### src/rtl/ztl_pkg.sv
`default_nettype none
package ztl_pkg;

	localparam int LINE_BITS_DEF  = 24;
	localparam int DEPTH_BITS_DEF = 8;
	localparam int COUNT_BITS_DEF = 8;

	localparam logic [7:0] CH_NEWLINE   = 8'h0A;
	localparam logic [7:0] CH_BACKSLASH = 8'h5C;
	localparam logic [7:0] CH_QUOTE     = 8'h22;
	localparam logic [7:0] CH_SEMICOLON = 8'h3B;
	localparam logic [7:0] CH_LPAREN    = 8'h28;
	localparam logic [7:0] CH_RPAREN    = 8'h29;

	typedef enum logic [1:0] {
		KIND_BYTE      = 2'd0,
		KIND_TOKEN_END = 2'd1,
		KIND_ENTRY_END = 2'd2,
		KIND_ERROR     = 2'd3
	} kind_t;

	typedef enum logic [1:0] {
		ERR_PAREN    = 2'd0,
		ERR_QUOTE    = 2'd1,
		ERR_ESCAPE   = 2'd2,
		ERR_OVERFLOW = 2'd3
	} err_t;

	typedef struct packed {
		kind_t       kind;
		logic [7:0]  byte_value;
		logic        was_quoted;
		logic        owner_left_out;
		logic [23:0] line_number;
		logic [7:0]  token_position;
		err_t        error_code;
		logic        last;
	} result_t;

	// results of one input word: count 0..2, then up to two results
	typedef struct packed {
		logic [1:0] num;
		result_t    r1;
		result_t    r0;
	} step_t;

	function automatic result_t mk_result(kind_t kind, logic [7:0] byte_value,
			logic was_quoted, logic owner_left_out, logic [23:0] line_number,
			logic [7:0] token_position, err_t error_code);
		result_t r;
		r.kind           = kind;
		r.byte_value     = byte_value;
		r.was_quoted     = was_quoted;
		r.owner_left_out = owner_left_out;
		r.line_number    = line_number;
		r.token_position = token_position;
		r.error_code     = error_code;
		r.last           = 1'b0;
		return r;
	endfunction

endpackage
`default_nettype wire

### src/rtl/ztl_in_if.sv
`default_nettype none
interface ztl_in_if;
	logic       valid;
	logic       ready;
	logic [7:0] char_code;
	logic       end_mark;

	modport source (output valid, output char_code, output end_mark, input ready);
	modport sink (input valid, input char_code, input end_mark, output ready);
endinterface
`default_nettype wire

### src/rtl/ztl_out_if.sv
`default_nettype none
interface ztl_out_if;
	logic        valid;
	logic        ready;
	logic [1:0]  kind;
	logic [7:0]  byte_value;
	logic        was_quoted;
	logic        owner_left_out;
	logic [23:0] line_number;
	logic [7:0]  token_position;
	logic [1:0]  error_code;
	logic        last;

	modport source (output valid, output kind, output byte_value, output was_quoted,
		output owner_left_out, output line_number, output token_position,
		output error_code, output last, input ready);
	modport sink (input valid, input kind, input byte_value, input was_quoted,
		input owner_left_out, input line_number, input token_position,
		input error_code, input last, output ready);
endinterface
`default_nettype wire

### src/rtl/zone_text_lexer_unit.sv
// A word is registered in the input stage, then its results are written to the result queue.
// Throughput: one word per cycle while the result queue has room; a word with two
// results is absorbed by the four-entry result queue.
// Reset (arst_n low): lexer state to start of text, line 1; stages and queue empty.
`default_nettype none
module zone_text_lexer_unit #(
	parameter int LINE_BITS  = ztl_pkg::LINE_BITS_DEF,
	parameter int DEPTH_BITS = ztl_pkg::DEPTH_BITS_DEF,
	parameter int COUNT_BITS = ztl_pkg::COUNT_BITS_DEF
) (
	input  wire logic  clk,
	input  wire logic  arst_n,
	ztl_in_if.sink     item,
	ztl_out_if.source  result
);

	logic       valid_s1;
	logic [7:0] char_s1;
	logic       end_s1;

	ztl_pkg::result_t fifo_q [4];
	logic [1:0]       wp_q, rp_q;
	logic [2:0]       count_q;

	ztl_pkg::step_t step;
	logic           space_ok, fire, pop;
	logic [1:0]     wr_n;

	assign space_ok   = (count_q <= 3'd2);
	assign fire       = valid_s1 && space_ok;
	assign item.ready = !valid_s1 || space_ok;
	assign pop        = result.valid && result.ready;
	assign wr_n       = fire ? step.num : 2'd0;

	always_ff @(posedge clk or negedge arst_n) begin
		if (!arst_n)
			valid_s1 <= 1'b0;
		else if (item.ready)
			valid_s1 <= item.valid;
	end

	always_ff @(posedge clk) begin
		if (item.ready && item.valid) begin
			char_s1 <= item.char_code;
			end_s1  <= item.end_mark;
		end
	end

	ztl_core #(
		.LINE_BITS  (LINE_BITS),
		.DEPTH_BITS (DEPTH_BITS),
		.COUNT_BITS (COUNT_BITS)
	) u_core (
		.clk       (clk),
		.arst_n    (arst_n),
		.fire      (fire),
		.char_code (char_s1),
		.end_mark  (end_s1),
		.step      (step)
	);

	always_ff @(posedge clk) begin
		if (wr_n != 2'd0)
			fifo_q[wp_q] <= step.r0;
		if (wr_n == 2'd2)
			fifo_q[wp_q + 2'd1] <= step.r1;
	end

	always_ff @(posedge clk or negedge arst_n) begin
		if (!arst_n) begin
			wp_q    <= '0;
			rp_q    <= '0;
			count_q <= '0;
		end else begin
			wp_q    <= wp_q + wr_n;
			rp_q    <= rp_q + 2'(pop);
			count_q <= count_q + 3'(wr_n) - 3'(pop);
		end
	end

	assign result.valid          = (count_q != 3'd0);
	assign result.kind           = fifo_q[rp_q].kind;
	assign result.byte_value     = fifo_q[rp_q].byte_value;
	assign result.was_quoted     = fifo_q[rp_q].was_quoted;
	assign result.owner_left_out = fifo_q[rp_q].owner_left_out;
	assign result.line_number    = fifo_q[rp_q].line_number;
	assign result.token_position = fifo_q[rp_q].token_position;
	assign result.error_code     = fifo_q[rp_q].error_code;
	assign result.last           = fifo_q[rp_q].last;

	a_no_overflow: assert property (@(posedge clk) disable iff (!arst_n)
		count_q <= 3'd4)
		else $error("result queue overflow");

	a_room_on_write: assert property (@(posedge clk) disable iff (!arst_n)
		fire |-> (count_q + 3'(step.num) <= 3'd4))
		else $error("core wrote past queue space");

	a_stall_only_pending: assert property (@(posedge clk) disable iff (!arst_n)
		!item.ready |-> valid_s1 && count_q > 3'd2)
		else $error("input stalled without a pending word");

	a_last_closes: assert property (@(posedge clk) disable iff (!arst_n)
		fire && step.num == 2'd2 |-> step.r1.last && !step.r0.last)
		else $error("last flag misplaced on two-result word");

endmodule
`default_nettype wire

### src/rtl/ztl_core.sv
`default_nettype none
module ztl_core #(
	parameter int LINE_BITS  = ztl_pkg::LINE_BITS_DEF,
	parameter int DEPTH_BITS = ztl_pkg::DEPTH_BITS_DEF,
	parameter int COUNT_BITS = ztl_pkg::COUNT_BITS_DEF
) (
	input  wire logic          clk,
	input  wire logic          arst_n,
	input  wire logic          fire,
	input  wire logic [7:0]    char_code,
	input  wire logic          end_mark,
	output ztl_pkg::step_t     step
);

	logic                  in_comment_q, in_escape_q, in_quote_q, token_open_q;
	logic                  token_quoted_q, entry_begun_q, owner_skipped_q, halted_q;
	logic [DEPTH_BITS-1:0] paren_depth_q;
	logic [LINE_BITS-1:0]  current_line_q, entry_first_line_q;
	logic [COUNT_BITS-1:0] entry_token_count_q;

	logic                  in_comment_d, in_escape_d, in_quote_d, token_open_d;
	logic                  token_quoted_d, entry_begun_d, owner_skipped_d, halted_d;
	logic [DEPTH_BITS-1:0] paren_depth_d;
	logic [LINE_BITS-1:0]  current_line_d, entry_first_line_d;
	logic [COUNT_BITS-1:0] entry_token_count_d;

	ztl_pkg::result_t res [2];
	logic [1:0]       num;

	always_comb begin
		logic             do_ftok, do_fent, do_err, do_nl, emit_esc, emit_chr, is_space;
		ztl_pkg::err_t    err;
		ztl_pkg::result_t r;

		in_comment_d        = in_comment_q;
		in_escape_d         = in_escape_q;
		in_quote_d          = in_quote_q;
		token_open_d        = token_open_q;
		token_quoted_d      = token_quoted_q;
		entry_begun_d       = entry_begun_q;
		owner_skipped_d     = owner_skipped_q;
		halted_d            = halted_q;
		paren_depth_d       = paren_depth_q;
		current_line_d      = current_line_q;
		entry_first_line_d  = entry_first_line_q;
		entry_token_count_d = entry_token_count_q;

		do_ftok  = 1'b0;
		do_fent  = 1'b0;
		do_err   = 1'b0;
		do_nl    = 1'b0;
		emit_esc = 1'b0;
		emit_chr = 1'b0;
		err      = ztl_pkg::ERR_PAREN;
		res[0]   = '0;
		res[1]   = '0;
		num      = 2'd0;
		r        = '0;
		is_space = (char_code == 8'h20) || (char_code == 8'h09) || (char_code == 8'h0B)
			|| (char_code == 8'h0C) || (char_code == 8'h0D);

		if (end_mark) begin
			if (!halted_q) begin
				if (in_quote_q) begin
					do_err = 1'b1;
					err    = ztl_pkg::ERR_QUOTE;
				end else if (in_escape_q) begin
					do_err = 1'b1;
					err    = ztl_pkg::ERR_ESCAPE;
				end else if (paren_depth_q != '0) begin
					do_err = 1'b1;
					err    = ztl_pkg::ERR_PAREN;
				end else begin
					do_ftok = 1'b1;
					do_fent = 1'b1;
				end
			end
		end else if (!halted_q) begin
			if (in_comment_q) begin
				if (char_code == ztl_pkg::CH_NEWLINE) begin
					in_comment_d = 1'b0;
					do_ftok      = (paren_depth_q == '0);
					do_fent      = (paren_depth_q == '0);
					do_nl        = 1'b1;
				end
			end else if (in_escape_q) begin
				emit_esc     = 1'b1;
				token_open_d = 1'b1;
				in_escape_d  = 1'b0;
			end else if (char_code == ztl_pkg::CH_BACKSLASH) begin
				in_escape_d  = 1'b1;
				token_open_d = 1'b1;
			end else if (in_quote_q) begin
				if (char_code == ztl_pkg::CH_QUOTE) begin
					in_quote_d     = 1'b0;
					token_quoted_d = 1'b1;
				end else begin
					emit_chr = 1'b1;
				end
				token_open_d = 1'b1;
				do_nl        = (char_code == ztl_pkg::CH_NEWLINE);
			end else if (char_code == ztl_pkg::CH_QUOTE) begin
				in_quote_d     = 1'b1;
				token_quoted_d = 1'b1;
				token_open_d   = 1'b1;
				entry_begun_d  = 1'b1;
			end else if (char_code == ztl_pkg::CH_SEMICOLON) begin
				do_ftok      = 1'b1;
				in_comment_d = 1'b1;
			end else if (char_code == ztl_pkg::CH_LPAREN) begin
				do_ftok = 1'b1;
				if (paren_depth_q == '1) begin
					do_err = 1'b1;
					err    = ztl_pkg::ERR_OVERFLOW;
				end else begin
					paren_depth_d = paren_depth_q + 1'b1;
					entry_begun_d = 1'b1;
				end
			end else if (char_code == ztl_pkg::CH_RPAREN) begin
				do_ftok = 1'b1;
				if (paren_depth_q == '0) begin
					do_err = 1'b1;
					err    = ztl_pkg::ERR_PAREN;
				end else begin
					paren_depth_d = paren_depth_q - 1'b1;
				end
			end else if (char_code == ztl_pkg::CH_NEWLINE) begin
				do_ftok = 1'b1;
				do_fent = (paren_depth_q == '0);
				do_nl   = 1'b1;
			end else if (is_space) begin
				if (!entry_begun_q && entry_token_count_q == '0 && !token_open_q)
					owner_skipped_d = 1'b1;
				do_ftok = 1'b1;
			end else begin
				emit_chr      = 1'b1;
				token_open_d  = 1'b1;
				entry_begun_d = 1'b1;
			end
		end

		// close the open token, then the entry, then report an error
		if (do_ftok && token_open_q) begin
			r = ztl_pkg::mk_result(ztl_pkg::KIND_TOKEN_END, 8'd0, token_quoted_q, 1'b0,
				24'd0, 8'd0, ztl_pkg::ERR_PAREN);
			res[num[0]] = r;
			num = num + 2'd1;
			if (entry_token_count_q != '1)
				entry_token_count_d = entry_token_count_q + 1'b1;
			token_open_d   = 1'b0;
			token_quoted_d = 1'b0;
		end
		if (do_fent) begin
			if (entry_token_count_d != '0) begin
				r = ztl_pkg::mk_result(ztl_pkg::KIND_ENTRY_END, 8'd0, 1'b0,
					owner_skipped_q, 24'(entry_first_line_q), 8'd0, ztl_pkg::ERR_PAREN);
				res[num[0]] = r;
				num = num + 2'd1;
			end
			entry_first_line_d  = (current_line_q == '1) ? current_line_q
				: current_line_q + 1'b1;
			entry_token_count_d = '0;
			owner_skipped_d     = 1'b0;
			entry_begun_d       = 1'b0;
		end
		if (do_err) begin
			r = ztl_pkg::mk_result(ztl_pkg::KIND_ERROR, 8'd0, 1'b0, 1'b0,
				24'(current_line_q), 8'(entry_token_count_d), err);
			res[num[0]] = r;
			num = num + 2'd1;
			halted_d = 1'b1;
		end
		if (emit_esc) begin
			res[0] = ztl_pkg::mk_result(ztl_pkg::KIND_BYTE, ztl_pkg::CH_BACKSLASH, 1'b0,
				1'b0, 24'd0, 8'd0, ztl_pkg::ERR_PAREN);
			res[1] = ztl_pkg::mk_result(ztl_pkg::KIND_BYTE, char_code, 1'b0, 1'b0,
				24'd0, 8'd0, ztl_pkg::ERR_PAREN);
			num = 2'd2;
		end
		if (emit_chr) begin
			res[0] = ztl_pkg::mk_result(ztl_pkg::KIND_BYTE, char_code, 1'b0, 1'b0,
				24'd0, 8'd0, ztl_pkg::ERR_PAREN);
			num = 2'd1;
		end
		if (do_nl && current_line_q != '1)
			current_line_d = current_line_q + 1'b1;

		if (num == 2'd1)
			res[0].last = 1'b1;
		else if (num == 2'd2)
			res[1].last = 1'b1;

		// end of text leaves everything at its reset value
		if (end_mark) begin
			in_comment_d        = 1'b0;
			in_escape_d         = 1'b0;
			in_quote_d          = 1'b0;
			token_open_d        = 1'b0;
			token_quoted_d      = 1'b0;
			entry_begun_d       = 1'b0;
			owner_skipped_d     = 1'b0;
			halted_d            = 1'b0;
			paren_depth_d       = '0;
			current_line_d      = LINE_BITS'(1);
			entry_first_line_d  = LINE_BITS'(1);
			entry_token_count_d = '0;
		end
	end

	assign step.num = num;
	assign step.r0  = res[0];
	assign step.r1  = res[1];

	always_ff @(posedge clk or negedge arst_n) begin
		if (!arst_n) begin
			in_comment_q        <= 1'b0;
			in_escape_q         <= 1'b0;
			in_quote_q          <= 1'b0;
			token_open_q        <= 1'b0;
			token_quoted_q      <= 1'b0;
			entry_begun_q       <= 1'b0;
			owner_skipped_q     <= 1'b0;
			halted_q            <= 1'b0;
			paren_depth_q       <= '0;
			current_line_q      <= LINE_BITS'(1);
			entry_first_line_q  <= LINE_BITS'(1);
			entry_token_count_q <= '0;
		end else if (fire) begin
			in_comment_q        <= in_comment_d;
			in_escape_q         <= in_escape_d;
			in_quote_q          <= in_quote_d;
			token_open_q        <= token_open_d;
			token_quoted_q      <= token_quoted_d;
			entry_begun_q       <= entry_begun_d;
			owner_skipped_q     <= owner_skipped_d;
			halted_q            <= halted_d;
			paren_depth_q       <= paren_depth_d;
			current_line_q      <= current_line_d;
			entry_first_line_q  <= entry_first_line_d;
			entry_token_count_q <= entry_token_count_d;
		end
	end

endmodule
`default_nettype wire
### src/flat_wrapper.sv
// flat-port wrapper written by rule: the top's interface ports become plain ports
module zone_text_lexer_unit_flat 
#(
	parameter int LINE_BITS  = ztl_pkg::LINE_BITS_DEF,
	parameter int DEPTH_BITS = ztl_pkg::DEPTH_BITS_DEF,
	parameter int COUNT_BITS = ztl_pkg::COUNT_BITS_DEF
)
  (clk, arst_n, item_valid, item_char_code, item_end_mark, item_ready, result_valid, result_kind, result_byte_value, result_was_quoted, result_owner_left_out, result_line_number, result_token_position, result_error_code, result_last, result_ready);
  ztl_in_if item_i ();
  ztl_out_if result_i ();
  input  wire logic clk;
  input  wire logic arst_n;
  input wire logic [$bits(item_i.valid)-1:0] item_valid;
  input wire logic [$bits(item_i.char_code)-1:0] item_char_code;
  input wire logic [$bits(item_i.end_mark)-1:0] item_end_mark;
  output wire logic [$bits(item_i.ready)-1:0] item_ready;
  output wire logic [$bits(result_i.valid)-1:0] result_valid;
  output wire logic [$bits(result_i.kind)-1:0] result_kind;
  output wire logic [$bits(result_i.byte_value)-1:0] result_byte_value;
  output wire logic [$bits(result_i.was_quoted)-1:0] result_was_quoted;
  output wire logic [$bits(result_i.owner_left_out)-1:0] result_owner_left_out;
  output wire logic [$bits(result_i.line_number)-1:0] result_line_number;
  output wire logic [$bits(result_i.token_position)-1:0] result_token_position;
  output wire logic [$bits(result_i.error_code)-1:0] result_error_code;
  output wire logic [$bits(result_i.last)-1:0] result_last;
  input wire logic [$bits(result_i.ready)-1:0] result_ready;
  assign item_i.valid = item_valid;
  assign item_i.char_code = item_char_code;
  assign item_i.end_mark = item_end_mark;
  assign item_ready = item_i.ready;
  assign result_valid = result_i.valid;
  assign result_kind = result_i.kind;
  assign result_byte_value = result_i.byte_value;
  assign result_was_quoted = result_i.was_quoted;
  assign result_owner_left_out = result_i.owner_left_out;
  assign result_line_number = result_i.line_number;
  assign result_token_position = result_i.token_position;
  assign result_error_code = result_i.error_code;
  assign result_last = result_i.last;
  assign result_i.ready = result_ready;
  zone_text_lexer_unit #(.LINE_BITS(LINE_BITS), .DEPTH_BITS(DEPTH_BITS), .COUNT_BITS(COUNT_BITS)) u_core (.clk(clk), .arst_n(arst_n), .item(item_i), .result(result_i));
endmodule
### config.mk
export PLATFORM = sky130hd
export DESIGN_NAME = zone_text_lexer_unit_flat
export DESIGN_NICKNAME = d
export VERILOG_FILES = /design/src/rtl/ztl_pkg.sv /design/src/rtl/ztl_in_if.sv /design/src/rtl/ztl_out_if.sv /design/src/rtl/zone_text_lexer_unit.sv /design/src/rtl/ztl_core.sv /design/src/flat_wrapper.sv
export SDC_FILE = /design/constraint.sdc
export NUM_CORES = 1
export LEC_CHECK = 0
export ABC_AREA = 0
export BUFFER_PORTS_ARGS = -buffer_cell sky130_fd_sc_hd__buf_2
export CORE_ASPECT_RATIO = 0.75
export CORE_UTILIZATION = 50
export CTS_BUF_LIST = sky130_fd_sc_hd__clkbuf_16
export CTS_CLUSTER_DIAMETER = 60
export CTS_CLUSTER_SIZE = 16
export DETAILED_ROUTE_END_ITERATION = 12
export PLACE_DENSITY = 0.79
export SLEW_MARGIN = 40
export SYNTH_ARGS = -nofsm -noshare
export SYNTH_HDL_FRONTEND = slang
export SYNTH_SLANG_ARGS = --single-unit
export TNS_END_PERCENT = 1
### constraint.sdc
create_clock -name clk -period 7.5 [get_ports clk]
set_input_delay 1.5 -clock clk [delete_from_list [all_inputs] [get_ports clk]]
set_output_delay 1.5 -clock clk [all_outputs]
set_load 0.005 [all_outputs]
==> qor.csv <==
stage;metric;value;unit
placed_design;Placement Setup Slack;1.13;ns
floorplanning;chip width;202;microns
min_path;Min-Delay Endpoint;u_core.u_core.entry_begun_q$_DFFE_PN0P_;
power_and_ir_drop;Max VDD drop;0.213;mV
worst_setup_path;crit-path max cell delay;0.72;ns
detailed_routing;Total Routed Length;36500;microns
logic_synthesis;number of flops mapped to enable cells by yosys;197;
worst_setup_path;highest-delay cell along the critical path;or4b_2;
logic_synthesis;synth top area cells;edfxtp_1, dfrtp_1, mux4_2;
detailed_routing;Pre-antenna DRT Iters;6;
sta;setup ws final;1.06;ns
min_path;hold wc startpoint;u_core.u_core.entry_begun_q$_DFFE_PN0P_;
global_route;vias in the first global route;9812;
detailed_routing;Avg WL per Cell;22.0;microns
worst_setup_path;R2R Setup Slk;1.06;ns
sta;Final min period;6.44;ns
finish;Non-Filler Instances;1661;
logic_synthesis;Netlist cell types;72;
detailed_routing;M1 WL;16500;microns
detailed_routing;WL met3;3840;microns
global_route;grt total ovfl;0;
floorplanning;Starting Density;51.2;%
placed_design;I/O Buffers;61;
clock_network;postcts setup bufs;0;
sta;fin crit share;85.9;%
sta;Slew HR;44.0;%
min_path;Hold Path Cell Cnt;2;
sta;Max Clock Skew;0.0154;ns
placed_design;DP HPWL;24800;microns
worst_setup_path;R2R depth;19;
global_route;Total GRT Usage;23.7;%
worst_setup_path;CP Class;reg2reg;
floorplanning;Chip Height;152;microns
clock_network;Num CTS Buffers;21;
power_and_ir_drop;PD cells;294;mW/mm^2
worst_setup_path;Setup crit start kind;register;
detailed_routing;uppermost layer routed;met4;
flow_run;maxcap violations;0;
logic_synthesis;post-synthesis async set-or-reset flop share;28.9;%
global_route;largest net degree at the start of global routing;60;
clock_network;clk buf depth;3;
logic_synthesis;post-synthesis cell area;0.0150;sq mm
outcome;outcome;finished clean;
logic_synthesis;Yosys reg bits;277;
finish;share of cells above drive strength 1;15.7;%
worst_setup_path;R2R Path End;u_core.fifo_q[2][2]$_DFFE_PP_;
sta;Slew @ Worst Pin;0.832;ns
finish;nets;1287;
logic_synthesis;dominant cell type by area after synthesis;edfxtp_1;
worst_setup_path;Max Fanout on Critical Path;31;
worst_setup_path;Cell Chain, Critical Path;or4b_2 > o32a_1 > o22a_1 > o22a_1 > nor2_2 > inv_1 > mux2_2 > nor2_1 > inv_1 > ha_1 > nand2_1 > o21ai_4 > ha_1 > nand2b_1 > o221a_1 > or4b_2 > buf_4 > xnor2_4 > nor2_1;
power_and_ir_drop;static leakage;6.70;nW
floorplanning;IO Count;62;
logic_synthesis;top-area cell type share of the netlist area;39.5;%
worst_setup_path;reg-to-reg critical path startpoint;u_core.char_s1[0]$_DFFE_PP_;
worst_setup_path;Worst EP required;7.74;ns
clock_network;post-cts resize count;0;
floorplanning;row count;54;
sta;final hold vios;0;
logic_synthesis;post-synthesis sequential area ratio;52.9;%
worst_setup_path;WP buf/inv;3;
clock_network;Clock Sinks;277;
sta;Fmax;155;MHz
clock_network;TritonCTS clock tree;yes;
worst_setup_path;CP endpoint kind;register;
clock_network;Root Buffer Master;clkbuf_16;
logic_synthesis;Cells after Synth;1248;
detailed_routing;via count;10600;
logic_synthesis;syn nets;1281;
finish;area delta synth->final;8.32;%
global_route;initial antenna violation count;1;
worst_setup_path;delay-heaviest family, CP;simple AND/OR/NAND/NOR gates;
finish;n_diodes;0;
detailed_routing;Iteration-0 DRC Markers;1450;
min_path;Hold Path Class;reg2reg;
placed_design;gpl congestion;0.901;
floorplanning;Die ar.;0.0306;sq mm
logic_synthesis;ys flop type;edfxtp_1;
clock_network;H-tree Lvls;1;
clock_network;Post-CTS Hold Fix Bufs;0;
logic_synthesis;Synth Warn #;0;
detailed_routing;Via density;6.41;
worst_setup_path;critical path data arrival time;6.69;ns
clock_network;Skew-Pair Late Insertion Delay;0.53;ns
placed_design;placed cells;1623;
detailed_routing;met2 routed WL;15800;microns
global_route;first-pass GRT wire length;57500;microns
floorplanning;CORE AREA;0.0293;sq mm
sta;Setup violations, final;0;
detailed_routing;post-route ant nets;0;
sta;max-slew violations;0;
detailed_routing;DRC viols;0;
logic_synthesis;Mapped Avg Cell Area;12.0;sq um
sta;RSZ-0062 raised after global routing;false;
clock_network;clock slew at reported path FFs;0.07;ns
[worst max path at each step]
stage                                      from                            end  slack [ns]  cells past startpoint
global route        u_core.char_s1[0]$_DFFE_PP_  u_core.fifo_q[2][2]$_DFFE_PP_        0.77                     19
CTS                 u_core.char_s1[0]$_DFFE_PP_  u_core.fifo_q[2][2]$_DFFE_PP_        1.09                     19
detailed placement  u_core.char_s1[0]$_DFFE_PP_  u_core.fifo_q[2][2]$_DFFE_PP_        1.13                     19
finish              u_core.char_s1[0]$_DFFE_PP_  u_core.fifo_q[2][2]$_DFFE_PP_        1.06                     19
global placement    u_core.char_s1[0]$_DFFE_PP_  u_core.fifo_q[2][9]$_DFFE_PP_        1.39                     19
floorplan           u_core.char_s1[3]$_DFFE_PP_  u_core.fifo_q[2][0]$_DFFE_PP_       -0.51                     18
[placed cells by master, fill, tap and decap left out, types with 14 or more instances in the layout]
cell | synthesis | final
edfxtp_1 | 197 | 197
mux2i_1 | 101 | 101
nand2_1 | 101 | 100
nor2_1 | 90 | 89
dfrtp_1 | 78 | 76
buf_2 | 13 | 60
o21ai_0 | 58 | 57
a31oi_1 | 52 | 52
a32o_1 | 51 | 51
mux4_2 | 47 | 47
inv_1 | 26 | 40
a21oi_1 | 33 | 31
nand3_1 | 30 | 30
and2_1 | 25 | 24
xnor2_1 | 24 | 23
a22o_1 | 22 | 22
clkbuf_16 | 0 | 21
buf_4 | 2 | 19
nand2b_1 | 19 | 18
ha_1 | 18 | 18
and3_1 | 14 | 14
[synth_stat cells (24+ instances only)]
| master | number |
|---|---|
| and2_1 | 25 |
| clkbuf_1 | 65 |
| xnor2_1 | 24 |
| a21oi_1 | 33 |
| edfxtp_1 | 197 |
| nand2_1 | 101 |
| mux2i_1 | 101 |
| nor2_1 | 90 |
| mux4_2 | 47 |
| o21ai_0 | 58 |
| inv_1 | 26 |
| nand3_1 | 30 |
| a31oi_1 | 52 |
| a32o_1 | 51 |
| dfrtp_1 | 78 |
[cell type report]
cell class,count,area [sq um]
fill,2316,13000
multi-input combinational,846,6610
clock buffer,21,526
clock inverter,17,72.6
timing repair buffer,82,494
inverter,26,97.6
tap,392,490
sequential,277,7930
[flip-flops by register name, summed over array words and instances (netlist names), 2 cells and up]
name / flops
u_core.wp_q: 2
u_core.fifo_q: 188
u_core.rp_q: 2
u_core.count_q: 3
u_core.u_core.paren_depth_q: 8
u_core.u_core.entry_token_count_q: 8
u_core.u_core.current_line_q: 24
u_core.char_s1: 8
u_core.u_core.entry_first_line_q: 24
[kinds of logic (layout without fill, tap and decap cells)]
group	count (synthesis)	after routing	synth area share (%)
AND/OR/NAND/NOR	363	363	12.2
flip-flops	277	277	52.9
AO/OA/AOI/OAI	272	272	12.9
multiplexers	151	151	14.0
buffers and inverters	125	146	3.66
XOR/XNOR	40	40	2.57
adder cells (fa/ha/maj)	20	20	1.77
[power by group]
part           internal, mW  total, mW  switching [mW]
sequential             1.91       2.06           0.156
combinational         0.654       1.66            1.01
clock                 0.510       1.04           0.526
total                  3.07       4.76            1.69
[worst min-delay path: stages (launching register included)]
cell and delay (ns):
dfrtp_1 0.35, a21oi_1 0.04, nor2_1 0.09
[per-stage QoR]
step | instance area (sq um) | total power [mW] | hold WS [ns] | util (%) | setup TNS (ns)
CTS | 16200 | 4.77 | 0.516 | 55.4 | 0
global route | 16200 | 4.99 | 0.540 | 55.4 | 0
finish | 16200 | 4.76 | 0.524 | 55.4 | 0
detailed placement | 15600 | 3.74 | 0.506 | 53.3 | 0
global placement | 15600 | 3.66 | 0.482 | 53.2 | 0
floorplan | 15000 | 3.17 | 0.462 | - | -24.18
[routing by layer]
layer / track usage, % / vias to the layer above
met4: 3.32 / 0
li1: - / 4790
met5: 0 / -
met2: 34.3 / 499
met3: 4.91 / 42
met1: 37.4 / 5318
Note: power is estimated with default switching activity, not from simulation.
